## src/rtl/core/ssrer_pkg.sv

```systemverilog
// ----------------------------------------------------------------------------
// ssrer_pkg
// Shared types and constants for the sensor scan rising-edge reporter.
// ----------------------------------------------------------------------------
package ssrer_pkg;

  // Default number of bytes in one sensor scan
  localparam int unsigned ScanBytesDef = 10;

  // Field widths
  localparam int unsigned ByteW    = 8;
  localparam int unsigned ModuleW  = 3;
  localparam int unsigned ContactW = 5;
  localparam int unsigned BitIdxW  = 3;

  // Contacts per half-module; odd bytes carry the upper half
  localparam logic [ContactW-1:0] HalfContacts = ContactW'(8);

  // Rising-edge information for one accepted byte
  typedef struct packed {
    logic               hit;      // events to report for this byte
    logic [ByteW-1:0]   mask;     // bits that went from 0 to 1
    logic [ModuleW-1:0] mod_idx;  // byte position / 2, truncated
    logic               odd;      // odd byte position
  } edge_t;

endpackage

```

## src/rtl/core/ssrer_scan_mem.sv

```systemverilog
// ----------------------------------------------------------------------------
// ssrer_scan_mem
// Byte position counter, baseline flag and the per-position history store.
// The entry for the next position is read ahead so that its value is ready
// in a register when the next beat arrives.
// ----------------------------------------------------------------------------
module ssrer_scan_mem #(
  parameter int unsigned SCAN_BYTES = ssrer_pkg::ScanBytesDef
) (
  input  logic                          clk_i,
  input  logic                          rst_ni,
  input  logic                          accept_i,
  input  logic [ssrer_pkg::ByteW-1:0]   sensor_byte_i,
  output ssrer_pkg::edge_t              edge_o
);
  import ssrer_pkg::*;

  localparam int unsigned PosW = (SCAN_BYTES > 1) ? $clog2(SCAN_BYTES) : 1;
  localparam logic [PosW-1:0] LastPos = PosW'(SCAN_BYTES - 1);

  logic [PosW-1:0]  pos_q, pos_d;
  logic             base_q, base_d;
  logic [ByteW-1:0] mem_q [SCAN_BYTES];
  logic [ByteW-1:0] rd_q;
  logic [PosW+2:0]  pos_w;
  logic [ByteW-1:0] rising;

  // Position wraps at the end of a scan; first wrap ends the baseline scan
  always_comb begin
    pos_d  = pos_q;
    base_d = base_q;
    if (accept_i) begin
      if (pos_q == LastPos) begin
        pos_d  = '0;
        base_d = 1'b1;
      end else begin
        pos_d = pos_q + PosW'(1);
      end
    end
  end

  always_ff @(posedge clk_i or negedge rst_ni) begin
    if (!rst_ni) begin
      pos_q  <= '0;
      base_q <= 1'b0;
    end else begin
      pos_q  <= pos_d;
      base_q <= base_d;
    end
  end

  // History store: write current position, read ahead the next one.
  // Entries not yet written are only read during the baseline scan.
  always_ff @(posedge clk_i) begin
    if (accept_i) begin
      mem_q[pos_q] <= sensor_byte_i;
      rd_q         <= mem_q[pos_d];
    end
  end

  // Rising bits and event addressing
  always_comb begin
    pos_w          = (PosW+3)'(pos_q);
    rising         = sensor_byte_i & ~rd_q;
    edge_o.hit     = base_q && (rising != '0);
    edge_o.mask    = rising;
    edge_o.mod_idx = pos_w[3:1];
    edge_o.odd     = pos_q[0];
  end

  // Position never leaves the scan
  a_pos_range: assert property (@(posedge clk_i) disable iff (!rst_ni)
    pos_q <= LastPos)
    else $error("byte position out of range");

  // No events during the baseline scan
  a_no_base_hit: assert property (@(posedge clk_i) disable iff (!rst_ni)
    !base_q |-> !edge_o.hit)
    else $error("event raised before baseline complete");

  // Baseline completes only on a wrap to position zero
  a_base_wrap: assert property (@(posedge clk_i) disable iff (!rst_ni)
    $rose(base_q) |-> (pos_q == '0))
    else $error("baseline set away from scan start");

endmodule

```

## src/rtl/core/ssrer_event_ser.sv

```systemverilog
// ----------------------------------------------------------------------------
// ssrer_event_ser
// Holds the rising mask of one byte and emits one event per cycle into the
// result register unless stalled, bit 7 first; flags the byte's last event.
// ----------------------------------------------------------------------------
module ssrer_event_ser (
  input  logic                           clk_i,
  input  logic                           rst_ni,
  input  logic                           accept_i,
  input  ssrer_pkg::edge_t               edge_i,
  output logic                           busy_o,
  output logic                           out_valid_o,
  input  logic                           out_stall_i,
  output logic [ssrer_pkg::ModuleW-1:0]  module_letter_o,
  output logic [ssrer_pkg::ContactW-1:0] contact_number_o,
  output logic                           last_event_o
);
  import ssrer_pkg::*;

  logic                a_valid_q, a_valid_d;
  logic [ByteW-1:0]    a_mask_q, a_mask_d;
  logic [ModuleW-1:0]  a_mod_q;
  logic                a_odd_q;
  logic [BitIdxW-1:0]  sel;
  logic [ByteW-1:0]    mask_rest;
  logic                out_load;
  logic                a_done;
  logic                out_valid_q;
  logic [ModuleW-1:0]  mod_q;
  logic [ContactW-1:0] contact_q, contact_d;
  logic                last_q;

  // Highest pending bit is reported first
  always_comb begin
    sel = '0;
    for (int b = 0; b < ByteW; b++) begin
      if (a_mask_q[b]) begin
        sel = BitIdxW'(b);
      end
    end
    mask_rest = a_mask_q & ~(ByteW'(1) << sel);
    contact_d = ContactW'(ByteW) - ContactW'(sel)
              + (a_odd_q ? HalfContacts : '0);
  end

  // Result slot free or draining this cycle
  assign out_load = a_valid_q && (!out_valid_q || !out_stall_i);
  assign a_done   = out_load && (mask_rest == '0);
  assign busy_o   = a_valid_q && !a_done;

  // Pending mask stage
  always_comb begin
    a_valid_d = a_valid_q;
    a_mask_d  = a_mask_q;
    if (out_load) begin
      a_mask_d = mask_rest;
    end
    if (a_done) begin
      a_valid_d = 1'b0;
    end
    if (accept_i && edge_i.hit) begin
      a_valid_d = 1'b1;
      a_mask_d  = edge_i.mask;
    end
  end

  always_ff @(posedge clk_i or negedge rst_ni) begin
    if (!rst_ni) begin
      a_valid_q <= 1'b0;
    end else begin
      a_valid_q <= a_valid_d;
    end
  end

  always_ff @(posedge clk_i) begin
    a_mask_q <= a_mask_d;
    if (accept_i && edge_i.hit) begin
      a_mod_q <= edge_i.mod_idx;
      a_odd_q <= edge_i.odd;
    end
  end

  // Result register
  always_ff @(posedge clk_i or negedge rst_ni) begin
    if (!rst_ni) begin
      out_valid_q <= 1'b0;
    end else if (out_load) begin
      out_valid_q <= 1'b1;
    end else if (!out_stall_i) begin
      out_valid_q <= 1'b0;
    end
  end

  always_ff @(posedge clk_i) begin
    if (out_load) begin
      mod_q     <= a_mod_q;
      contact_q <= contact_d;
      last_q    <= (mask_rest == '0);
    end
  end

  assign out_valid_o      = out_valid_q;
  assign module_letter_o  = mod_q;
  assign contact_number_o = contact_q;
  assign last_event_o     = last_q;

  // A held byte always has events left
  a_mask_live: assert property (@(posedge clk_i) disable iff (!rst_ni)
    a_valid_q |-> (a_mask_q != '0))
    else $error("pending stage valid with empty mask");

  // A non-final event implies more events are still held
  a_more_pending: assert property (@(posedge clk_i) disable iff (!rst_ni)
    (out_valid_q && !last_q) |-> a_valid_q)
    else $error("non-final event without pending events");

  // Contact numbers stay within one module
  a_contact_range: assert property (@(posedge clk_i) disable iff (!rst_ni)
    out_valid_q |-> (contact_q >= ContactW'(1) && contact_q <= ContactW'(16)))
    else $error("contact number out of range");

endmodule

```

## src/rtl/core/sensor_scan_rising_edge_reporter.sv

```systemverilog
// ----------------------------------------------------------------------------
// sensor_scan_rising_edge_reporter
// Reports sensor contacts that rise from 0 to 1 in a repeating sensor dump.
// ----------------------------------------------------------------------------
// Bytes of the dump arrive one beat at a time, SCAN_BYTES to a scan. Each
// beat is compared with the byte seen at the same position in the previous
// scan, and each bit that rose gives one event beat (module, contact 1..16,
// last flag), bit 7 first. Nothing is reported during the first scan after
// reset. A byte that raises no event is taken every cycle while the event
// stage is not busy; a byte that raises events stalls the input while the
// single result register emits one event per cycle unless the output
// stalls. Events pass the pending mask stage, then the result register.
// A new byte is taken while the last event of the previous one waits there.
// ----------------------------------------------------------------------------
module sensor_scan_rising_edge_reporter #(
  parameter int unsigned SCAN_BYTES = ssrer_pkg::ScanBytesDef
) (
  input  logic                           clk_i,
  input  logic                           rst_ni,
  input  logic                           in_valid_i,
  output logic                           in_stall_o,
  input  logic [ssrer_pkg::ByteW-1:0]    sensor_byte_i,
  output logic                           out_valid_o,
  input  logic                           out_stall_i,
  output logic [ssrer_pkg::ModuleW-1:0]  module_letter_o,
  output logic [ssrer_pkg::ContactW-1:0] contact_number_o,
  output logic                           last_event_o
);
  import ssrer_pkg::*;

  logic  accept;
  logic  busy;
  edge_t edge_info;

  // Input beat is taken whenever the event stage can absorb it
  assign in_stall_o = busy;
  assign accept     = in_valid_i && !busy;

  ssrer_scan_mem #(
    .SCAN_BYTES(SCAN_BYTES)
  ) u_scan_mem (
    .clk_i        (clk_i),
    .rst_ni       (rst_ni),
    .accept_i     (accept),
    .sensor_byte_i(sensor_byte_i),
    .edge_o       (edge_info)
  );

  ssrer_event_ser u_event_ser (
    .clk_i           (clk_i),
    .rst_ni          (rst_ni),
    .accept_i        (accept),
    .edge_i          (edge_info),
    .busy_o          (busy),
    .out_valid_o     (out_valid_o),
    .out_stall_i     (out_stall_i),
    .module_letter_o (module_letter_o),
    .contact_number_o(contact_number_o),
    .last_event_o    (last_event_o)
  );

endmodule

```

## config.mk

```make
export PLATFORM = sky130hd
export DESIGN_NAME = sensor_scan_rising_edge_reporter
export DESIGN_NICKNAME = d
export VERILOG_FILES = /design/src/rtl/core/ssrer_pkg.sv /design/src/rtl/core/ssrer_scan_mem.sv /design/src/rtl/core/ssrer_event_ser.sv /design/src/rtl/core/sensor_scan_rising_edge_reporter.sv
export SDC_FILE = /design/constraint.sdc
export NUM_CORES = 1
export LEC_CHECK = 0
export BUFFER_PORTS_ARGS = -buffer_cell sky130_fd_sc_hd__buf_2
export CORE_UTILIZATION = 60
export CTS_CLUSTER_DIAMETER = 150
export DETAILED_ROUTE_END_ITERATION = 8
export GPL_ROUTABILITY_DRIVEN = 0
export PLACE_DENSITY_LB_ADDON = 0.08
export SLEW_MARGIN = 20
export SYNTH_ARGS = -nofsm -noshare
export SYNTH_HDL_FRONTEND = slang
export SYNTH_HIERARCHICAL = 1
export SYNTH_SLANG_ARGS = --single-unit
```

## constraint.sdc

```tcl
create_clock -name clk_i -period 5.65 [get_ports clk_i]
set_input_delay 1.13 -clock clk_i [delete_from_list [all_inputs] [get_ports clk_i]]
set_output_delay 1.13 -clock clk_i [all_outputs]
set_load 0.01 [all_outputs]
```

* Word-level counts from Yosys, hierarchy flattened *
Memories as Yosys holds them, arrays and structs flattened. A register that Yosys moved wholly into a read port is not among the register bits.
Cells that the tools add are included.
W data, S select, Z words.

storage, ports and cells
  bits in registers = 28
  bits in writable memories = 80
  output and inout port bits = 11
  word-level logic and storage cells = 55
  memories kept = 1

cells by class
  add/subtract/negate cells = 3
  eq/ne operators = 2
  shift operators = 1
  mux-type cells = 18
  bitwise operators = 4
  reductions and logical operators = 16

memory list
  memory            words  bits a word  read ports  clocked after memory_dff  write ports  RTL line              RTL
  u_scan_mem.mem_q  10     8            1           1                         1            ssrer_scan_mem.sv:23  logic [ByteW-1:0] mem_q [SCAN_BYTES];

operators with widths
  operator               count
  $mux W3                6
  $and A8 B8 Y8          2
  $mux W8                2
  $not A8 Y8             2
  $mux W4                3
  $logic_not A8 Y1       1
  $reduce_bool A8 Y1     1
  $shl A1 B3 Y8 const A  1
  $mux W1                7
  $logic_and A1 B1 Y1    6
  $add A5 B5 Y5          1
  $sub A4 B3 Y5 const A  1
  $add A4 B1 Y4 const B  1
  $eq A4 B4 Y1 const B   1
  $logic_not A1 Y1       4
  $reduce_bool A2 Y1     2
  $ne A2 B1 Y1 const B   1
  $reduce_and A2 Y1      1
  $logic_or A1 B1 Y1     1

* Depth between registers and ports, before layout *
  depth after elaboration = 18
  gate-level depth with buffers = 19
  depth with buffers taken out = 16

* Cells and area by module *
Netlist, hierarchy kept.

by module, submodules not included
  module                            instances  cells an instance  area an instance (um^2)  sequential area each (um^2)
  ssrer_scan_mem                    1          352                4605.7                   2767.7
  ssrer_event_ser                   1          80                 1104.8                   680.7
  sensor_scan_rising_edge_reporter  1          1                  13.8                     0.0

* Worst setup path after synthesis *
OpenSTA, ideal clock, no wires.

  path kind = register -> register
  from = register u_event_ser.a_mask_q[2]
  to = memory u_scan_mem.mem_q[4][0] (enable)
  library setup time = 0.383 ns
  arrival time = 3.529 ns
  required time = 5.267 ns
  setup slack = 1.737 ns
  cell stages (with the launch flop) = 17
  buffers on the path = 3
  clock period less this slack = 3.913 ns
  cells stage by stage = edfxtp_1 > nand2b_1 > a21oi_1 > nor2_1 > o21bai_1 > ha_1 > nand2b_1 > a32oi_2 > nor4_4 > a21boi_1 > nor2b_4 > buf_6 > buf_8 > buf_4 > nand2b_1 > or2_2 > nor3_1

between the ends
  word-level cells in the longest chain between the ends = 17

ends and longest elaborated chain
  what                             RTL line                                RTL
  start, declared                  ssrer_event_ser.sv:21                   logic [ByteW-1:0] a_mask_q, a_mask_d;
  start signal, assigned           ssrer_event_ser.sv:76                   a_mask_q <= a_mask_d;
  $mux W3 (6 in a row)             ssrer_event_ser.sv:37                   if (a_mask_q[b]) begin
  $shl A1 B3 Y8                    ssrer_event_ser.sv:41                   mask_rest = a_mask_q & ~(ByteW'(1) << sel);
  $not A8 Y8                       ssrer_event_ser.sv:41
  $and A8 B8 Y8 *                  ssrer_event_ser.sv:41
  $logic_not A8 Y1 *               ssrer_event_ser.sv:48                   assign a_done = out_load && (mask_rest == '0);
  $logic_and A1 B1 Y1 *            ssrer_event_ser.sv:48
  $logic_not A1 Y1 *               ssrer_event_ser.sv:49                   assign busy_o = a_valid_q && !a_done;
  $logic_and A1 B1 Y1 *            ssrer_event_ser.sv:49
  named net in_stall_o             sensor_scan_rising_edge_reporter.sv:21  output logic in_stall_o,
  $logic_not A1 Y1 *               sensor_scan_rising_edge_reporter.sv:37  assign accept = in_valid_i && !busy;
  $logic_and A1 B1 Y1 *            sensor_scan_rising_edge_reporter.sv:37
  named net accept                 sensor_scan_rising_edge_reporter.sv:31  logic accept;
  $mux W1 *                        ssrer_scan_mem.sv:55                    if (accept_i) begin
  $mux W1 (not written as such) *  ssrer_scan_mem.sv:56                    mem_q[pos_q] <= sensor_byte_i;
  end, declared                    ssrer_scan_mem.sv:23

The timed path passes the listed nets; every way through them passes the cells marked *.

* Final worst setup path *
  from = register u_event_ser.a_mask_q[2]
  to = register u_event_ser.a_mask_q[6] (enable)

between the ends
  word-level cells in the longest chain between the ends = 17

ends and longest elaborated chain
  what                                   RTL line                                RTL
  $mux W3 (6 in a row)                   ssrer_event_ser.sv:37
  $shl A1 B3 Y8                          ssrer_event_ser.sv:41
  $not A8 Y8                             ssrer_event_ser.sv:41
  $and A8 B8 Y8 *                        ssrer_event_ser.sv:41
  $logic_not A8 Y1 *                     ssrer_event_ser.sv:48
  $logic_and A1 B1 Y1 *                  ssrer_event_ser.sv:48
  $logic_not A1 Y1 *                     ssrer_event_ser.sv:49
  $logic_and A1 B1 Y1 *                  ssrer_event_ser.sv:49
  $logic_not A1 Y1 *                     sensor_scan_rising_edge_reporter.sv:37
  $logic_and A1 B1 Y1 *                  sensor_scan_rising_edge_reporter.sv:37
  named net accept                       sensor_scan_rising_edge_reporter.sv:31
  $logic_and A1 B1 Y1 *                  ssrer_event_ser.sv:61                   if (accept_i && edge_i.hit) begin
  $reduce_bool A2 Y1 (no source line) *  --

Marks and branches as above.
A chain may end at the register's enable or synchronous reset.

==> qor.yml <==
yosysSeqAreaShare: 0.602
cpMostUsedCell: "nand2b_1"
layout.cells.non_filler: 596
numCtsBuffers: 17
final_cell_mix: "edfxtp_1, a21oi_1, nor2b_1"
path_delay_family: "simple AND/OR/NAND/NOR gates"
grt_overflow: 0
p_leak_nw: 2.21
start_kind: "register"
synth_cells: 433
row_count: 35
drive_above_1_share: 0.197
max_freq_ghz: 0.234
final_common_cell: "edfxtp_1"
min_period_ns: 4.28
ys_ff_latch: 116
dpl.hpwl_um: 7750
postLayoutCellArea_sq_mm: 0.00650
grt_pass1_vias: 3613
dpl-instance-area_sq_mm: 0.00589
grt_setup_unrepaired: "false"
irDropWorstVdd_mv: 0.252
core_sq_mm: 0.00924
grt_max_degree: 46
clock_skew_ns: 0.00870
cts_resized: 0
drtAntennaViolNets: 0
seqCellArea_sq_mm: 0.00345
slew_headroom: 0.331
avgViaCountPerCell: 6.09
power_density_mw_per_mm2: 506
cts_buffer_depth: 2
initial_core_util: 0.619
via_count: 3628
antennaDiodeCount: 0
grt_usage: 0.260
dieArea_sq_mm: 0.00994
drt_iter0_markers: 349
syn-mean-instance-area_sq_um: 13.2
die_h_um: 99.7
setup_violations: 0
cts_tree: "built"
drv_slew: 0
end_kind: "register"
final_nets: 472
finalCritPeriodShare: 0.757
dp.cells: 564
path_class: "reg2reg"
clk_transition_reported_paths_ns: 0.06
critical_path_arrival_ns: 4.49
cap_violations: 0
holdCritPathClass: "reg2reg"
path_max_fanout: 41
final-hold-violation-count: 0
area_growth_pct: 13.6
cts_setup_buffers: 0
die_x_um: 99.7
place_ws_ns: 1.35
cts_hold_buf: 0
syn_area_sq_mm: 0.00572
synth_fp_nets: 451
fillCellCount: 606
cp.required_ns: 5.86
drt-total-wl_um: 11900
first_pass_iters: 5
io_buffers: 22
pin_count: 23
grt_pass1_wl_um: 18700
drc: 0
yosysWarnings: 6
whs_ns: 0.425
finalPower_mw: 3.29
multiInputGateArea_sq_mm: 0.00210
path_cells: "nand2b_1, a21oi_1, nor2_1, o21bai_1, ha_1, nand2b_1, a32oi_2, nor4_4, a21boi_1, nor2b_4, buf_4, and2_1, or2_2"
cts_max_level: 4
antenna_found_initial: 0
slowest_stage: "and2_1"
cts_root_buffer: "clkbuf_8"
cts_sinks: 116
fin_tns_setup_ns: 0
setup_ws_ns: 1.37
utilization: 0.704
crit_buf_inv: 1
clkLatencyLatePin_ns: 0.51
slowest_delay_ns: 0.64
synth.distinct_cells: 48
avgRoutedWirePerCell_um: 20.0
status: "finished, final reports clean"
tightest_slew_ns: 1.00
==> cell families (layout without fill, tap and decap cells) <==
logic type | after synthesis | after routing | share of synthesized area
xor+xnor | 4 | 4 | 0.00940
mux | 34 | 34 | 0.0774
flops | 116 | 116 | 0.602
fa+ha+maj | 6 | 6 | 0.0131
buf+inv | 33 | 67 | 0.0341
compound gates | 118 | 118 | 0.138
simple gates | 122 | 122 | 0.126
==> cell type report <==
type	count	share of cell area
timing repair buffer	29	0.0250
inverter	6	0.00346
clock inverter	10	0.0239
multi-input combinational	284	0.323
tap	129	0.0248
sequential	116	0.531
clock buffer	22	0.0697
==> power by group <==
group	internal, mW	switching, mW	total (mW)	leakage (nW)
combinational	0.402	0.540	0.942	0.839
sequential	1.10	0.158	1.26	1.07
clock	0.736	0.354	1.09	0.296
total	2.24	1.05	3.29	2.21
==> state kept, by name (all words and copies together) (netlist names) <==
| name | flops |
|---|---|
| u_event_ser/out_valid_o | 1 |
| u_event_ser/module_letter_o | 3 |
| u_event_ser/contact_number_o | 5 |
| u_event_ser/a_mask_q | 8 |
| u_scan_mem/base_q | 1 |
| u_scan_mem/rd_q | 8 |
| u_scan_mem/pos_q | 4 |
| u_event_ser/a_odd_q | 1 |
| u_event_ser/last_event_o | 1 |
| u_scan_mem/mem_q | 80 |
| u_event_ser/a_valid_q | 1 |
| u_event_ser/a_mod_q | 3 |
==> Yosys cell counts (all sizes together) <==
| cell | number | area (sq um) |
|---|---|---|
| edfxtp | 109 | 3270 |
| a21oi | 58 | 290 |
| nor2b | 57 | 364 |
| mux2i | 24 | 240 |
| nand2 | 20 | 75.1 |
| a211oi | 17 | 128 |
| buf | 16 | 131 |
| o22ai | 16 | 100 |
| clkbuf | 11 | 41.3 |
| nor2 | 11 | 41.3 |
| nand2b | 10 | 62.6 |
| a221oi | 8 | 120 |
| mux4 | 8 | 180 |
| o21ai | 8 | 40.0 |
| dfrtp | 7 | 175 |
| ha | 6 | 75.1 |
| inv | 6 | 22.5 |
| nor3 | 6 | 30.0 |
| nor4 | 5 | 61.3 |
| a21boi | 4 | 37.5 |
| or2 | 4 | 25.0 |
| and2 | 3 | 20.0 |
| xnor2 | 3 | 45.1 |
| and3 | 2 | 12.5 |
| mux2 | 2 | 22.5 |
| a2111oi | 1 | 15.0 |
| a21o | 1 | 7.51 |
| a22o | 1 | 8.76 |
| a32oi | 1 | 16.3 |
| and2b | 1 | 8.76 |
| nand3 | 1 | 5.00 |
| nand3b | 1 | 7.51 |
| o21ba | 1 | 10.0 |
| o21bai | 1 | 7.51 |
| o31ai | 1 | 7.51 |
| or2b | 1 | 7.51 |
| xor2 | 1 | 8.76 |
==> final timing paths <==
path,from,to,slack [ns],cells after the start
setup / recovery,u_event_ser/a_mask_q[2],u_event_ser/a_mask_q[6],1.37,13
hold / removal,u_event_ser/a_mod_q[1],u_event_ser/module_letter_o[1],0.43,0
setup reg to reg,u_event_ser/a_mask_q[2],u_event_ser/a_mask_q[6],1.37,13
hold reg to reg,u_event_ser/a_mod_q[1],u_event_ser/module_letter_o[1],0.43,0
max in group asynchronous,rst_ni,u_scan_mem/pos_q[0],5.02,1
min in group asynchronous,rst_ni,u_scan_mem/pos_q[0],0.45,1
==> metal layers <==
| metal | share of wire | up-vias | track usage | wire (um) |
|---|---|---|---|---|
| li1 | - | 1689 | - | - |
| met1 | 0.43 | 1784 | 0.345 | 5120 |
| met5 | 0 | - | 0 | 0 |
| met4 | 0.028 | 0 | 0.143 | 328 |
| met2 | 0.48 | 128 | 0.400 | 5750 |
| met3 | 0.061 | 27 | 0.0590 | 722 |
Note: power is estimated with default switching activity, not from simulation.
